===== src/rtl/pdd_pkg.sv =====
`timescale 1ns / 1ps
// shared types, constants and the scale code table of the polyline delta decoder
// no dependencies
package pdd_pkg;

   localparam int BYTE_W       = 8;
   localparam int RAW_W        = 24;
   localparam int SCALE_W      = 14;
   localparam int OUT_W        = 48;
   localparam int STATUS_W     = 2;
   localparam int CNT_W        = 4;
   localparam int NIB_W        = 4;
   localparam int PROD_W       = RAW_W + SCALE_W + 1;
   localparam int DPROD_W      = NIB_W + SCALE_W + 1;
   localparam int POS_WIDTH_DEF = 48;

   // frame positions
   localparam logic [CNT_W-1:0] IDX_SCALE   = 4'd1;
   localparam logic [CNT_W-1:0] IDX_LAT_LO  = 4'd2;
   localparam logic [CNT_W-1:0] IDX_LAT_HI  = 4'd4;
   localparam logic [CNT_W-1:0] IDX_LON_LO  = 4'd5;
   localparam logic [CNT_W-1:0] IDX_LON_HI  = 4'd7;
   localparam logic [CNT_W-1:0] IDX_LAT_MUL = 4'd5;
   localparam logic [CNT_W-1:0] IDX_FIRST   = 4'd7;
   localparam logic [CNT_W-1:0] HDR_LEN     = 4'd8;

   // scale code ranges
   localparam logic [BYTE_W-1:0] CODE_DIRECT_MIN = 8'd1;
   localparam logic [BYTE_W-1:0] CODE_DIRECT_END = 8'd200;
   localparam logic [BYTE_W-1:0] CODE_TABLE_MIN  = 8'd227;
   localparam logic [BYTE_W-1:0] CODE_TABLE_MAX  = 8'd239;

   localparam logic [STATUS_W-1:0] ST_OK        = 2'd0;
   localparam logic [STATUS_W-1:0] ST_SHORT     = 2'd1;
   localparam logic [STATUS_W-1:0] ST_BAD_SCALE = 2'd2;

   typedef struct packed {
      logic [BYTE_W-1:0] data_byte;
      logic              frame_start;
      logic              frame_end;
   } item_type;

   typedef struct packed {
      logic [OUT_W-1:0]    lat_pos;
      logic [OUT_W-1:0]    lon_pos;
      logic [STATUS_W-1:0] status;
      logic                last_of_frame;
   } result_type;

   typedef struct packed {
      logic               valid;
      logic [SCALE_W-1:0] value;
   } scale_type;

   function automatic scale_type decode_scale(input logic [BYTE_W-1:0] code);
      scale_type s;
      s.valid = 1'b1;
      s.value = '0;
      priority if (code >= CODE_DIRECT_MIN && code < CODE_DIRECT_END) begin
         s.value = SCALE_W'(code);
      end else if (code >= CODE_TABLE_MIN && code <= CODE_TABLE_MAX) begin
         unique case (code)
            8'd227:  s.value = 14'd1;
            8'd228:  s.value = 14'd2;
            8'd229:  s.value = 14'd5;
            8'd230:  s.value = 14'd10;
            8'd231:  s.value = 14'd20;
            8'd232:  s.value = 14'd50;
            8'd233:  s.value = 14'd100;
            8'd234:  s.value = 14'd200;
            8'd235:  s.value = 14'd500;
            8'd236:  s.value = 14'd1000;
            8'd237:  s.value = 14'd2000;
            8'd238:  s.value = 14'd5000;
            8'd239:  s.value = 14'd10000;
            default: s.value = '0;
         endcase
      end else begin
         s.valid = 1'b0;
      end
      return s;
   endfunction

endpackage


===== src/rtl/pdd_in_stage.sv =====
`timescale 1ns / 1ps
// input register of the polyline delta decoder: holds one accepted byte
// depends on pdd_pkg
module pdd_in_stage (
   input  logic              clock,
   input  logic              reset,
   input  logic              req_tvalid,
   output logic              req_tready,
   input  pdd_pkg::item_type req_item,
   input  logic              take,
   output logic              item_valid,
   output pdd_pkg::item_type item
);

   logic              valid_ff, valid_in;
   pdd_pkg::item_type item_ff;

   // a new word may enter in the same cycle the held one is taken
   assign req_tready = !valid_ff || take;

   always_comb begin
      valid_in = valid_ff;
      if (req_tvalid && req_tready) begin
         valid_in = 1'b1;
      end else if (take) begin
         valid_in = 1'b0;
      end
   end

   always_ff @(posedge clock) begin
      if (reset) begin
         valid_ff <= 1'b0;
      end else begin
         valid_ff <= valid_in;
      end
   end

   always_ff @(posedge clock) begin
      if (req_tvalid && req_tready) begin
         item_ff <= req_item;
      end
   end

   assign item_valid = valid_ff;
   assign item       = item_ff;

endmodule


===== src/rtl/pdd_core.sv =====
`timescale 1ns / 1ps
// frame parser, scaler and running position accumulators
// depends on pdd_pkg
module pdd_core #(
   parameter int POS_WIDTH = pdd_pkg::POS_WIDTH_DEF
) (
   input  logic                clock,
   input  logic                reset,
   input  logic                item_valid,
   input  pdd_pkg::item_type   item,
   input  logic                out_free,
   output logic                take,
   output logic                res_valid,
   output pdd_pkg::result_type res
);

   logic [pdd_pkg::CNT_W-1:0]   count_ff, count_in;
   logic [pdd_pkg::SCALE_W-1:0] scale_ff, scale_in;
   logic                        scale_valid_ff, scale_valid_in;
   logic [pdd_pkg::RAW_W-1:0]   raw_lat_ff, raw_lat_in;
   logic [pdd_pkg::RAW_W-1:0]   raw_lon_ff, raw_lon_in;
   logic [POS_WIDTH-1:0]        acc_lat_ff, acc_lat_in;
   logic [POS_WIDTH-1:0]        acc_lon_ff, acc_lon_in;

   logic [pdd_pkg::CNT_W-1:0]         idx;
   pdd_pkg::scale_type                scale_dec;
   logic [pdd_pkg::RAW_W-1:0]         mul_a;
   logic signed [pdd_pkg::PROD_W-1:0] prod;
   logic signed [pdd_pkg::DPROD_W-1:0] dlat_prod, dlon_prod;
   logic [POS_WIDTH-1:0]              prod_ext, lat_sum, lon_sum;
   logic [POS_WIDTH+pdd_pkg::OUT_W-1:0] lat_wide, lon_wide;
   logic [POS_WIDTH-1:0]              lat_pick, lon_pick;

   assign idx       = item.frame_start ? '0 : count_ff;
   assign scale_dec = pdd_pkg::decode_scale(item.data_byte);

   // one multiplier: latitude header on the first longitude byte, longitude on the last
   assign mul_a = (idx == pdd_pkg::IDX_FIRST) ? {raw_lon_ff[15:0], item.data_byte}
                                              : raw_lat_ff;
   assign prod     = $signed(mul_a) * $signed({1'b0, scale_ff});
   assign prod_ext = POS_WIDTH'(prod);

   assign dlat_prod = $signed(item.data_byte[3:0]) * $signed({1'b0, scale_ff});
   assign dlon_prod = $signed(item.data_byte[7:4]) * $signed({1'b0, scale_ff});
   assign lat_sum   = acc_lat_ff + POS_WIDTH'(dlat_prod);
   assign lon_sum   = acc_lon_ff + POS_WIDTH'(dlon_prod);

   always_comb begin
      scale_in       = scale_ff;
      scale_valid_in = scale_valid_ff;
      raw_lat_in     = raw_lat_ff;
      raw_lon_in     = raw_lon_ff;
      acc_lat_in     = acc_lat_ff;
      acc_lon_in     = acc_lon_ff;
      res_valid      = 1'b0;
      lat_pick       = '0;
      lon_pick       = '0;
      res.status        = pdd_pkg::ST_OK;
      res.last_of_frame = item.frame_end;

      if (idx == pdd_pkg::IDX_SCALE) begin
         scale_in       = scale_dec.value;
         scale_valid_in = scale_dec.valid;
      end
      if (idx >= pdd_pkg::IDX_LAT_LO && idx <= pdd_pkg::IDX_LAT_HI) begin
         raw_lat_in = {raw_lat_ff[15:0], item.data_byte};
      end
      if (idx >= pdd_pkg::IDX_LON_LO && idx <= pdd_pkg::IDX_LON_HI) begin
         raw_lon_in = {raw_lon_ff[15:0], item.data_byte};
      end
      // the header latitude is complete once its last byte is in
      if (idx == pdd_pkg::IDX_LAT_MUL) begin
         acc_lat_in = prod_ext;
      end

      priority if (idx < pdd_pkg::IDX_FIRST) begin
         res_valid  = item.frame_end;
         res.status = pdd_pkg::ST_SHORT;
      end else if (!scale_valid_ff) begin
         res_valid  = item.frame_end;
         res.status = pdd_pkg::ST_BAD_SCALE;
      end else if (idx == pdd_pkg::IDX_FIRST) begin
         acc_lon_in = prod_ext;
         res_valid  = 1'b1;
         lat_pick   = acc_lat_ff;
         lon_pick   = prod_ext;
      end else begin
         acc_lat_in = lat_sum;
         acc_lon_in = lon_sum;
         res_valid  = 1'b1;
         lat_pick   = lat_sum;
         lon_pick   = lon_sum;
      end

      if (item.frame_end) begin
         count_in = '0;
      end else if (idx < pdd_pkg::HDR_LEN) begin
         count_in = idx + 1'b1;
      end else begin
         count_in = idx;
      end

      // positions leave zero-extended or truncated to the output width
      lat_wide    = {{pdd_pkg::OUT_W{1'b0}}, lat_pick};
      lon_wide    = {{pdd_pkg::OUT_W{1'b0}}, lon_pick};
      res.lat_pos = lat_wide[pdd_pkg::OUT_W-1:0];
      res.lon_pos = lon_wide[pdd_pkg::OUT_W-1:0];
   end

   assign take = item_valid && (out_free || !res_valid);

   always_ff @(posedge clock) begin
      if (reset) begin
         count_ff       <= '0;
         scale_ff       <= '0;
         scale_valid_ff <= 1'b0;
         raw_lat_ff     <= '0;
         raw_lon_ff     <= '0;
         acc_lat_ff     <= '0;
         acc_lon_ff     <= '0;
      end else if (take) begin
         count_ff       <= count_in;
         scale_ff       <= scale_in;
         scale_valid_ff <= scale_valid_in;
         raw_lat_ff     <= raw_lat_in;
         raw_lon_ff     <= raw_lon_in;
         acc_lat_ff     <= acc_lat_in;
         acc_lon_ff     <= acc_lon_in;
      end
   end

   a_count_range: assert property (@(posedge clock) disable iff (reset)
      count_ff <= pdd_pkg::HDR_LEN)
      else $error("frame position counter beyond header length");

   a_end_restarts: assert property (@(posedge clock) disable iff (reset)
      take && item.frame_end |=> count_ff == '0)
      else $error("frame end did not restart the frame position");

   a_status_zero: assert property (@(posedge clock) disable iff (reset)
      take && res_valid && res.status != pdd_pkg::ST_OK |->
         res.last_of_frame && res.lat_pos == '0 && res.lon_pos == '0)
      else $error("status word with nonzero position or not at frame end");

   a_point_scaled: assert property (@(posedge clock) disable iff (reset)
      take && res_valid && res.status == pdd_pkg::ST_OK |->
         scale_valid_ff && idx >= pdd_pkg::IDX_FIRST)
      else $error("point emitted without a valid scale or complete header");

   a_no_drop: assert property (@(posedge clock) disable iff (reset)
      item_valid && !out_free && res_valid |-> !take)
      else $error("result produced while output register is full");

endmodule


===== src/rtl/pdd_out_stage.sv =====
`timescale 1ns / 1ps
// result register of the polyline delta decoder
// depends on pdd_pkg
module pdd_out_stage (
   input  logic                clock,
   input  logic                reset,
   input  logic                load,
   input  pdd_pkg::result_type res,
   output logic                out_free,
   output logic                rsp_tvalid,
   input  logic                rsp_tready,
   output pdd_pkg::result_type rsp_res
);

   logic                valid_ff, valid_in;
   pdd_pkg::result_type res_ff;

   assign out_free = !valid_ff || rsp_tready;

   always_comb begin
      valid_in = valid_ff;
      if (load) begin
         valid_in = 1'b1;
      end else if (rsp_tready) begin
         valid_in = 1'b0;
      end
   end

   always_ff @(posedge clock) begin
      if (reset) begin
         valid_ff <= 1'b0;
      end else begin
         valid_ff <= valid_in;
      end
   end

   always_ff @(posedge clock) begin
      if (load) begin
         res_ff <= res;
      end
   end

   assign rsp_tvalid = valid_ff;
   assign rsp_res    = res_ff;

endmodule


===== src/rtl/polyline_delta_decoder_top.sv =====
`timescale 1ns / 1ps
// top level of the polyline delta decoder
// depends on pdd_pkg, pdd_in_stage, pdd_core, pdd_out_stage
//
// Decodes a framed polyline byte stream, one byte per cycle in steady state: a byte
// accepted on req_ is registered in the input stage, decoded against the frame state
// and, if it gives a result, registered in the output stage and driven on rsp_, one
// byte per cycle as long as rsp_tready is high. The rate is set by a single 24x15
// signed multiplier shared between the latitude header (scaled on frame byte 5) and
// the longitude header (scaled on frame byte 7), plus a narrow delta multiply and a
// POS_WIDTH-bit add per axis for every later byte. Frame bytes 0 to 6 give no result,
// byte 7 gives the first point; a frame ending before 8 bytes gives one short-frame
// status word and a frame with an invalid scale code gives one bad-scale status word
// at its end. Positions are in units of 1e-4 degree and wrap at POS_WIDTH bits.
module polyline_delta_decoder_top #(
   parameter int POS_WIDTH = pdd_pkg::POS_WIDTH_DEF
) (
   input  logic         clock,
   input  logic         reset,
   input  logic         req_tvalid,
   output logic         req_tready,
   input  logic [7:0]   req_tdata,   // data_byte
   input  logic         req_tuser,   // frame_start
   input  logic         req_tlast,   // frame_end
   output logic         rsp_tvalid,
   input  logic         rsp_tready,
   output logic [95:0]  rsp_tdata,   // lat_pos [47:0], lon_pos [95:48]
   output logic [1:0]   rsp_tuser,   // status
   output logic         rsp_tlast    // last_of_frame
);

   pdd_pkg::item_type   req_item, item;
   pdd_pkg::result_type res, rsp_res;
   logic                item_valid, take, res_valid, out_free;

   assign req_item.data_byte   = req_tdata;
   assign req_item.frame_start = req_tuser;
   assign req_item.frame_end   = req_tlast;

   pdd_in_stage u_in (
      .clock      (clock),
      .reset      (reset),
      .req_tvalid (req_tvalid),
      .req_tready (req_tready),
      .req_item   (req_item),
      .take       (take),
      .item_valid (item_valid),
      .item       (item)
   );

   pdd_core #(
      .POS_WIDTH (POS_WIDTH)
   ) u_core (
      .clock      (clock),
      .reset      (reset),
      .item_valid (item_valid),
      .item       (item),
      .out_free   (out_free),
      .take       (take),
      .res_valid  (res_valid),
      .res        (res)
   );

   pdd_out_stage u_out (
      .clock      (clock),
      .reset      (reset),
      .load       (take && res_valid),
      .res        (res),
      .out_free   (out_free),
      .rsp_tvalid (rsp_tvalid),
      .rsp_tready (rsp_tready),
      .rsp_res    (rsp_res)
   );

   assign rsp_tdata = {rsp_res.lon_pos, rsp_res.lat_pos};
   assign rsp_tuser = rsp_res.status;
   assign rsp_tlast = rsp_res.last_of_frame;

endmodule

===== config.mk =====
export PLATFORM = sky130hd
export DESIGN_NAME = polyline_delta_decoder_top
export DESIGN_NICKNAME = d
export VERILOG_FILES = /design/src/rtl/pdd_pkg.sv /design/src/rtl/pdd_in_stage.sv /design/src/rtl/pdd_core.sv /design/src/rtl/pdd_out_stage.sv /design/src/rtl/polyline_delta_decoder_top.sv
export SDC_FILE = /design/constraint.sdc
export NUM_CORES = 2
export LEC_CHECK = 0
export ABC_AREA = 1
export BUFFER_PORTS_ARGS = -buffer_cell sky130_fd_sc_hd__buf_2
export CAP_MARGIN = 30
export CORE_MARGIN = 1
export CORE_UTILIZATION = 35
export CTS_CLUSTER_DIAMETER = 80
export DETAILED_ROUTE_END_ITERATION = 10
export GPL_TIMING_DRIVEN = 0
export REMOVE_ABC_BUFFERS = 1
export SLEW_MARGIN = 10
export SYNTH_ARGS = -nofsm -noshare
export SYNTH_HDL_FRONTEND = slang
export SYNTH_SLANG_ARGS = --single-unit

===== constraint.sdc =====
create_clock -name clock -period 8.6 [get_ports clock]
set_clock_uncertainty 0.1 [all_clocks]
set_input_delay 1.72 -clock clock [delete_from_list [all_inputs] [get_ports clock]]
set_output_delay 1.72 -clock clock [all_outputs]
set_load 0.005 [all_outputs]

==> impl_results.md <==
* Busiest grt layer: met2
* Final setup viols at 0
* Vias in the first global route at 32190
* Commonest cells in the synthesized netlist: nand2_1 (1438), inv_1 (1091), nor2_1 (609), fa_1 (334), nand3_1 (320)
* Hold Path Class: reg2reg
* Post-synthesis simple-gate area fraction at 28.22%
* Data required, critical path at 8790 ps
* Tightest Pin Transition at 1024 ps
* RSZ-0062 raised after global routing: yes
* Number of port buffers at 114
* Synth Area in Adders at 29.17%
* M1 GR Usage at 32.21%
* Total track usage at 23.05%
* Most frequent cell after synthesis: nand2_1
* Post-synth EDFFs at 109
* Arrival time at the worst endpoint at 8550 ps
* CP delay by family, top: adder cells
* PD cells at 90.35 nW/um2
* Final hold vios at 0
* Worst VDD drop at 0.1150 mV
* Static Leak at 21.27 nW
* Layout Area Growth over Synthesis at 11.11%
* Io pins at 115
* Post-CTS Hold Buffers at 0
* Slew headroom at 31.22%
* Main synth FF type: dfxtp_1
* Largest family of logic cells by synthesized area: adder cells
* Post-Synthesis Cells at 5312
* Post-place setup slack at -1011 ps
* First-pass GRT wire length at 183.2 mm
* Reg clk slew, reported paths at 60 ps
* XOR/XNOR Fraction of Synth Area at 1.629%
* Max-Cap Viols at 0
* Overflow after GRT at 0
* Yosys Warn Count at 0
* Post-synthesis mux area share at 0.02821%
* TritonCTS buffer count at 37
* Initial Util at 35.38%
* Mapped Area at 35490 um2
* DPL Wire Length at 95.81 mm
* Pins Over Slew Limit at 0
* Final Non-Filler Cells at 6735
* Synth Area in Compound Gates at 9.280%
* Final Wtd Congestion at 0.9852
* Yosys reg bits at 265
* 1st-pass router iterations at 6
* Largest net degree at the start of global routing at 99
* Yosys top cell area share at 18.84%
* Most area-consuming cells after synthesis: fa_1 (19%), nand2_1 (15%), inv_1 (12%)
* Number of fill cells in the layout at 10700
* Met2 global-route usage at 37.56%
* CTS tree: yes
* Core Box Area at 100300 um2
* Vias per cell at 4.949
* Crit-path max FO at 45
* Outcome: finished clean
* Critical path launch point type: flip-flop
* DRC Markers at 0
* Crit path buffers/inverters at 11
* Tcrit/Tclk final at 97.11%
* Nets at 5991
* Drt wl/cell at 17.63 um
* Max clock buf depth at 3
* Crit path time final at 8351 ps
* Antenna fix cells at 0
* Most used cell, CP: inv_1
* Setup TNS at 0 ps
* Clock insertion delay at the later pin of the skew report at 580 ps
* Largest stage delay, worst path at 540 ps
* Maximum clock frequency at 119.7 MHz
* Worst Slack Setup Final at 248.5 ps
* M3 GR Usage at 3.189%
* Placed Instances at 6648
* Initial antenna violation count at 2
* Share of cells above drive strength 1 at 5.783%
* DIE HEIGHT at 320.4 um
* Synthesized area per cell at 6.681 um2
* Initial DRC Count at 2553
* Worst setup path class: reg2reg
* CP endpoint kind: flip-flop
* ANT nets after route at 0
* Routed WL at 118.8 mm
* Async S/R FF share, synth at 0%
* Die ar. at 102700 um2
* Seq/Total Area, Yosys at 18.02%
* Distinct cells, synth at 47
* Clk sinks at 265
* Slowest CP cell: fa_1
* Std-Cell Rows at 116
* Top cell type by total area after synthesis: fa_1
* Die Wd at 320.4 um
* Clock root cell: clkbuf_16
* Final Hold Slack at 358.4 ps
* Vias at 33330
* # H-tree levels at 2
* Post-layout util at 39.32%
==> metrics by stage <==
step / area [um2] / power, mW
2_1_floorplan: 34790 / 1.802
3_3_place_gp: 37060 / 1.999
3_5_place_dp: 37720 / 2.017
4_1_cts: 39080 / 3.583
5_1_grt: 39430 / 3.722
6_report: 39430 / 3.563
==> layer usage <==
metal | vias to the layer above | wire [um]
met3 | 143 | 8055
li1 | 16420 | -
met1 | 15790 | 54840
met5 | - | 0
met4 | 0 | 2497
met2 | 976 | 53360
==> where the power goes <==
part           switching (mW)  internal [mW]
Sequential             0.0355           1.33
Clock                   0.642          0.910
Combinational           0.439          0.203
==> layout make-up <==
type	instances	area (um2)	share of cell area (%)
Inverter	1105	4168	10.57
Clock buffer	48	1051	2.665
Timing Repair Buffer	164	1376	3.490
Multi-Input combinational cell	3777	24550	62.27
Clock inverter	19	183.9	0.4664
Sequential cell	265	6400	16.23
Tap cell	1357	1698	4.306
==> final timing paths <==
kind,start,endpoint,slack [ps],cells after the start
min reg2reg,u_core.raw_lon_ff[14],u_core.raw_lon_ff[14],360,2
max,u_in.item[1],u_out.rsp_res[42],250,32
min,u_core.raw_lon_ff[14],u_core.raw_lon_ff[14],360,2
max reg2reg,u_in.item[1],u_out.rsp_res[42],250,32
==> registers in the layout, summed over array words and instances (netlist names) <==
| name | flops |
|---|---|
| u_core.count_ff | 4 |
| u_in.item | 10 |
| u_in.item_valid | 1 |
| u_core.raw_lat_ff | 24 |
| u_core.scale_valid_ff | 1 |
| u_out.rsp_res | 99 |
| u_core.scale_ff | 13 |
| u_out.rsp_tvalid | 1 |
| u_core.acc_lon_ff | 48 |
| u_core.acc_lat_ff | 48 |
| u_core.raw_lon_ff | 16 |
==> worst register-to-register path, delay by kind of cell, from the launching register on <==
kind,cells,cell delay [ps]
fa+ha+maj,8,3560
simple gates,11,1920
buf+inv,11,1370
compound gates,2,680
flops,1,450
==> timing repair <==
action / in CTS / in global routing
gates cloned: 2 / 1
endpoints found under the setup margin: 104 / 69
pin swaps: 2 / 4
setup buffers: 3 / 9
gates resized for setup: 16 / 28
==> cells by family (layout without fill, tap and decap cells) <==
family | Yosys count | after routing
flops | 265 | 265
fa+ha+maj | 627 | 627
xor+xnor | 66 | 66
compound gates | 598 | 598
buf+inv | 1272 | 1336
mux | 1 | 1
simple gates | 2483 | 2485
==> placed cells by master, fill, tap and decap left out, types with 11 or more instances in the layout <==
master     instances
a21oi_1          299
edfxtp_1         109
nor3_1            28
o21bai_1          20
buf_2            113
dfxtp_1          153
fa_1             330
buf_16            14
o211ai_1          13
nand4_1           45
xor2_1            36
o21ai_4           11
nand3_1          318
clkbuf_16         41
inv_1           1089
ha_1             289
xnor2_1           25
nand2_1         1435
o21ai_0          149
a31oi_1           29
buf_4             21
o21a_1            36
clkinv_1          11
nor2_1           601
or2_2             23
(Power assumes the default switching activity.)
